### src/rtl/mmf_pkg.sv
// ----------------------------------------------------------------------------
// mmf_pkg: shared types and constants of the moving median filter
// Sample type, command codes and the records passed along the cell row.
// ----------------------------------------------------------------------------
package mmf_pkg;

	localparam int WINDOW_DEF   = 9;
	localparam int SAMPLE_WIDTH = 16;

	typedef logic signed [SAMPLE_WIDTH-1:0] sample_t;

	typedef enum logic {
		CMD_PUSH = 1'b0,
		CMD_FILL = 1'b1
	} cmd_t;

	// Broadcast to every cell for one accepted word.
	typedef struct packed {
		logic    push;        // insert new sample, drop oldest one
		logic    fill;        // load new sample into every cell
		sample_t new_sample;
		sample_t old_sample;  // sample leaving the window
	} mmf_ctrl_t;

	// What a cell shows its neighbors.
	typedef struct packed {
		sample_t val;     // sorted value held by the cell
		logic    ge_old;  // val >= sample leaving the window
		logic    le_new;  // val <= incoming sample
	} mmf_link_t;

	// Boundary links: an open slot below the row and past its end.
	localparam mmf_link_t EDGE_LOW  = '{val: '0, ge_old: 1'b0, le_new: 1'b1};
	localparam mmf_link_t EDGE_HIGH = '{val: '0, ge_old: 1'b0, le_new: 1'b0};

endpackage

### src/rtl/mmf_cell.sv
// ----------------------------------------------------------------------------
// mmf_cell: one cell of the sorted row
// Holds one sorted value and one delay-line tap. On a push the row drops one
// copy of the leaving sample and inserts the new one, using only neighbor
// compares.
// ----------------------------------------------------------------------------
module mmf_cell (
	input  logic              clk,
	input  logic              arst_n,
	input  mmf_pkg::mmf_ctrl_t ctrl,
	input  mmf_pkg::mmf_link_t left,
	input  mmf_pkg::mmf_link_t right,
	input  mmf_pkg::sample_t   dl_in,
	output mmf_pkg::mmf_link_t link,
	output mmf_pkg::sample_t   dl_out,
	output mmf_pkg::sample_t   val_nxt
);
	import mmf_pkg::*;

	sample_t val_q;
	sample_t dl_q;

	sample_t rem_val;   // this position after removal
	logic    rem_le;
	sample_t prev_val;  // position below after removal
	logic    prev_le;

	assign link.val    = val_q;
	assign link.ge_old = (val_q >= ctrl.old_sample);
	assign link.le_new = (val_q <= ctrl.new_sample);
	assign dl_out      = dl_q;

	always_comb begin
		// removal closes the gap from above once at or past the leaving value
		rem_val  = link.ge_old ? right.val    : val_q;
		rem_le   = link.ge_old ? right.le_new : link.le_new;
		prev_val = left.ge_old ? val_q        : left.val;
		prev_le  = left.ge_old ? link.le_new  : left.le_new;
		// insertion: keep, take the new sample, or take the one below
		if (rem_le) begin
			val_nxt = rem_val;
		end else if (prev_le) begin
			val_nxt = ctrl.new_sample;
		end else begin
			val_nxt = prev_val;
		end
	end

	always_ff @(posedge clk or negedge arst_n) begin
		if (!arst_n) begin
			val_q <= '0;
			dl_q  <= '0;
		end else if (ctrl.fill) begin
			val_q <= ctrl.new_sample;
			dl_q  <= ctrl.new_sample;
		end else if (ctrl.push) begin
			val_q <= val_nxt;
			dl_q  <= dl_in;
		end
	end

endmodule

### src/rtl/moving_median_filter.sv
// ----------------------------------------------------------------------------
// moving_median_filter: running median over the last WINDOW samples
// A row of WINDOW cells keeps the window sorted; a delay line in the same
// cells tells which sample leaves. Median is the middle cell.
// ----------------------------------------------------------------------------
//  channel | handshake           | payload        | notes
//  --------+---------------------+----------------+---------------------------
//  in      | in_valid / in_ready | cmd, sample    | push (emit) or fill (none)
//  out     | out_valid/out_ready | median         | one word per push
//
//  One word per cycle while in_ready is high: the whole row updates in the
//  cycle a word is taken, each cell looking only at its two neighbors. The
//  median of a push shows in the next cycle, from the output register.
//  in_ready drops only while a median waits and out_ready is low.
//  Reset: all cells and taps hold zero, output empty.
// ----------------------------------------------------------------------------
module moving_median_filter #(
	parameter int WINDOW = mmf_pkg::WINDOW_DEF
) (
	input  logic             clk,
	input  logic             arst_n,
	input  logic             in_valid,
	output logic             in_ready,
	input  mmf_pkg::cmd_t    cmd,
	input  mmf_pkg::sample_t sample,
	output logic             out_valid,
	input  logic             out_ready,
	output mmf_pkg::sample_t median
);
	import mmf_pkg::*;

	localparam int MID = WINDOW / 2;

	mmf_ctrl_t ctrl;
	mmf_link_t link_w [WINDOW];
	sample_t   dl_w   [WINDOW];
	sample_t   nxt_w  [WINDOW];

	logic      accept;
	logic      out_valid_q;
	sample_t   median_q;

	assign accept   = in_valid && in_ready;
	assign in_ready = !out_valid_q || out_ready;

	// the tap at the end of the delay line is the sample leaving on a push
	assign ctrl.push       = accept && (cmd == CMD_PUSH);
	assign ctrl.fill       = accept && (cmd == CMD_FILL);
	assign ctrl.new_sample = sample;
	assign ctrl.old_sample = dl_w[WINDOW-1];

	for (genvar i = 0; i < WINDOW; i++) begin : g_cell
		mmf_link_t left_w;
		mmf_link_t right_w;
		sample_t   dl_in_w;

		if (i == 0) begin : g_first
			assign left_w  = EDGE_LOW;
			assign dl_in_w = sample;
		end else begin : g_inner_l
			assign left_w  = link_w[i-1];
			assign dl_in_w = dl_w[i-1];
		end

		if (i == WINDOW - 1) begin : g_last
			assign right_w = EDGE_HIGH;
		end else begin : g_inner_r
			assign right_w = link_w[i+1];
		end

		mmf_cell u_cell (
			.clk     (clk),
			.arst_n  (arst_n),
			.ctrl    (ctrl),
			.left    (left_w),
			.right   (right_w),
			.dl_in   (dl_in_w),
			.link    (link_w[i]),
			.dl_out  (dl_w[i]),
			.val_nxt (nxt_w[i])
		);
	end

	// output register: loaded with the new middle value on each push
	always_ff @(posedge clk or negedge arst_n) begin
		if (!arst_n) begin
			out_valid_q <= 1'b0;
		end else if (ctrl.push) begin
			out_valid_q <= 1'b1;
		end else if (out_ready) begin
			out_valid_q <= 1'b0;
		end
	end

	always_ff @(posedge clk) begin
		if (ctrl.push) begin
			median_q <= nxt_w[MID];
		end
	end

	assign out_valid = out_valid_q;
	assign median    = median_q;

endmodule

### config.mk
export PLATFORM = sky130hd
export DESIGN_NAME = moving_median_filter
export DESIGN_NICKNAME = d
export VERILOG_FILES = /design/src/rtl/mmf_pkg.sv /design/src/rtl/mmf_cell.sv /design/src/rtl/moving_median_filter.sv
export SDC_FILE = /design/constraint.sdc
export NUM_CORES = 1
export LEC_CHECK = 0
export BUFFER_PORTS_ARGS = -buffer_cell sky130_fd_sc_hd__buf_2
export CORE_UTILIZATION = 58
export CTS_CLUSTER_DIAMETER = 50
export DETAILED_ROUTE_END_ITERATION = 16
export HOLD_SLACK_MARGIN = 0.15
export PLACE_DENSITY_LB_ADDON = 0.08
export SYNTH_ARGS = -nofsm -noshare
export SYNTH_HDL_FRONTEND = slang
export SYNTH_SLANG_ARGS = --single-unit
### constraint.sdc
create_clock -name clk -period 3.45 [get_ports clk]
set_clock_uncertainty 0.1 [all_clocks]
set_input_delay 0.1725 -clock clk [delete_from_list [all_inputs] [get_ports clk]]
set_output_delay 0.1725 -clock clk [all_outputs]
set_load 0.1 [all_outputs]
==> flow_summary.ini <==
[run]
drv_cap = 0

[cts]
clk_pin_slew_ns = 0.06
clockBufferDepth = 3
clock-sinks = 305
worstSkewPairLatency_ns = 0.57
cts_buffers = 41
htree_levels = 2
cts_tree = yes
cts-root-buf = clkbuf_16

[sta]
rsz0062_at_grt = yes
period_needed_ns = 3.47
tns_ns = -0.0387
final-max-slew-violation-count = 0
maxSlewHeadroom_pct = 27.4
timing.final.hold_violations = 0
period_share_pct = 101
layout_setup_ws_ns = -0.0227
hold_ws_ns = 0.129
setup_viol = 2
tightestPinTransition_ns = 1.09
max_freq_mhz = 288

[detailed_routing]
wire_per_inst_um = 26.2
viasPerCell = 6.81
firstDrtPassIters = 7
ant_nets = 0
vias = 22710
drt_iter0_drc = 2530
remaining_drc_errors = 0
wl_mm = 87.5

[finish]
finalNonFillerCells = 3334
finalCoreUtilization_pct = 74.6
syn2layout_area_growth_pct = 25.6
regArea_um2 = 7720
multiInputGateArea_um2 = 14900
nets = 3103
fill_cells = 2773
antenna_cells = 0
drive_above_1_share_pct = 23.3

[critical_path]
critPathLaunch = sample[14]
cp_max_fo = 7
r2r-start = g_cell[8].u_cell.dl_out[5]
path_class = in2reg
critPathLaunchType = input pin
reg2reg_depth = 13
slowest_delay_ns = 0.54
cp-end-kind = flip-flop
path_cells = dlygate4sd3_1, buf_2, inv_1, buf_4, ha_1, nand4_1, nand2b_4, nor3_4, a211o_1, o221ai_1, buf_4, mux2i_4, buf_6, buf_16, mux2i_1, mux2i_1, a221o_1
reg2reg_to = g_cell[0].u_cell.val_q[15]
required_ns = 3.80
critPathSlowestCell = dlygate4sd3_1
r2r_setup_slack_ns = -0.02
cp_data_arrival_time_ns = 3.82

[logic_synthesis]
seq_area_frac_synth_pct = 34.1
syn_area_per_cell_um2 = 9.08
yosys-top-cells-area = dfrtp_1, ha_1, nor2_1
syn_area_um2 = 22600
ys_warn_count = 0
synth_seq_cells = 305
synth_nets = 2797
ys.flop_type = dfrtp_1
synth-edff-count = 16
yosys.cell_types.count = 67
yosysTopAreaCellShare_pct = 32.0
async_flop_share_pct = 94.8
synth_top_area_cell = dfrtp_1
netlist_instances = 2488

[pwr]
peakVddDrop_v = 0.000703
power_leakage_nw = 13.0
finalPower_mw = 30.9
pwr_density_cell_nw_per_um2 = 1090

[floorplan]
dieArea_um2 = 39700
die_h_um = 199
ios = 39
num_rows = 71
start_util_pct = 59.4
core_area_um2 = 38000
die_w_um = 199

[global_routing]
grt_use_total_pct = 44.1
grt_overflow = 0
grt_max_degree = 100
antenna_found_initial = 1
grt_pass1_vias = 21945
grt_pass1_wl_mm = 131

[place]
dp_hpwl_mm = 62.4
io_buffers = 38
place_congestion = 1.02
place_inst = 3202

[status]
outcome = finished, violations left
violations = setup timing

[hold_path]
hold_class = in2async
where the power goes:
group	internal [mW]	total (mW)	leakage, nW	switching (mW)
combinational	9.24	20.4	8.79	11.1
clock	2.38	4.10	0.631	1.72
sequential	4.88	6.44	3.56	1.56
total	16.5	30.9	13.0	14.4
per-layer routing:
metal | vias up | global-route usage (%) | share of wire, %
met5 | - | 0 | 0.019
met3 | 383 | 12.3 | 11
met2 | 1411 | 66.1 | 43
met4 | 2 | 29.7 | 7.8
li1 | 10042 | - | -
met1 | 10872 | 55.3 | 38
final cells by class:
cell class	count	area share, %
Clock inverter	22	0.613
Sequential cell	305	27.2
Inverter	64	0.873
Clock buffer	50	3.91
Multi-Input combinational cell	1968	52.5
Timing Repair Buffer	414	12.7
Tap cell	511	2.25
cells in the final DEF (no fill, tap or decap), types with 47 or more instances in the layout:
| cell | n |
|---|---|
| a21o_1 | 57 |
| a31oi_1 | 131 |
| a221oi_1 | 51 |
| o221ai_1 | 47 |
| nand2_1 | 168 |
| ha_1 | 274 |
| o21ai_0 | 100 |
| dfrtp_1 | 286 |
| inv_1 | 53 |
| nor2_1 | 255 |
| a21oi_1 | 137 |
| buf_4 | 308 |
| mux2i_1 | 65 |
| nand4_1 | 52 |
| nand2b_1 | 133 |
metrics by stage:
stage / worst slack, ns / cell area, µm²
after detailed placement: -0.240 / 25600
after floorplan: 0.0156 / 22600
after global routing: -0.187 / 28400
after CTS: 0.00230 / 27500
final: -0.0227 / 28400
after global placement: -0.193 / 25600
Yosys cell counts (9+ instances only):
master	n
a221oi_1	59
nor2b_1	22
o22ai_1	28
nand4_1	52
o21a_1	11
edfxtp_1	16
a21oi_1	146
a211oi_1	25
and4_1	9
inv_1	64
a21o_1	57
nand2b_1	135
a22o_1	22
and3_1	19
nor2_1	258
o221ai_1	49
a22oi_1	22
a21boi_0	11
o211ai_1	25
buf_2	12
mux2_2	45
o31ai_1	20
a31oi_1	131
nand2_1	171
dfrtp_1	289
mux2i_1	96
nor3_1	22
clkbuf_1	128
o21ai_0	121
a221o_1	21
nand3_1	23
ha_1	288
buf_1	9
critical path: cells and delay by family:
kind | cells | cell delay, ns
AND/OR/NAND/NOR | 3 | 0.61
AO/OA/AOI/OAI | 3 | 0.63
buffers and inverters | 7 | 1.50
multiplexers | 3 | 0.58
adder cells (fa/ha/maj) | 1 | 0.32
how the worst max path moves through the flow:
stage                                            end  cells past startpoint
after floorplan           g_cell[4].u_cell.val_q[11]                     13
after global placement    g_cell[4].u_cell.val_q[14]                     14
after detailed placement   g_cell[4].u_cell.val_q[6]                     12
after CTS                  g_cell[4].u_cell.val_q[4]                     14
after global routing      g_cell[0].u_cell.val_q[15]                     13
final                      g_cell[4].u_cell.val_q[5]                     17
flip-flops by register name (all words and copies together) (netlist names):
name and flops:
out_valid 1, g_cell.u_cell.dl_out 144, median 16, g_cell.u_cell.val_q 144
what timing repair did:
| item | 4_1_cts | 5_1_grt |
|---|---|---|
| hold buffers | 20 | 0 |
| endpoints found under the setup margin | 135 | 151 |
| setup buffers | 16 | 18 |
| gates resized for setup | 48 | 167 |
| endpoints found under the hold margin | 194 | 0 |
| pin swaps | 4 | 32 |
| cloned | 4 | 3 |
cells by family after synthesis:
logic type | Yosys count | share of synthesized area, %
buffers and inverters | 217 | 3.77
muxes | 143 | 6.70
and+or+nand+nor | 744 | 15.8
xor gates and xnor gates | 2 | 0.0776
DFF | 305 | 34.1
adders and majority gates | 288 | 16.0
AOI/OAI and AO/OA | 789 | 23.5
(Power assumes the default switching activity.)
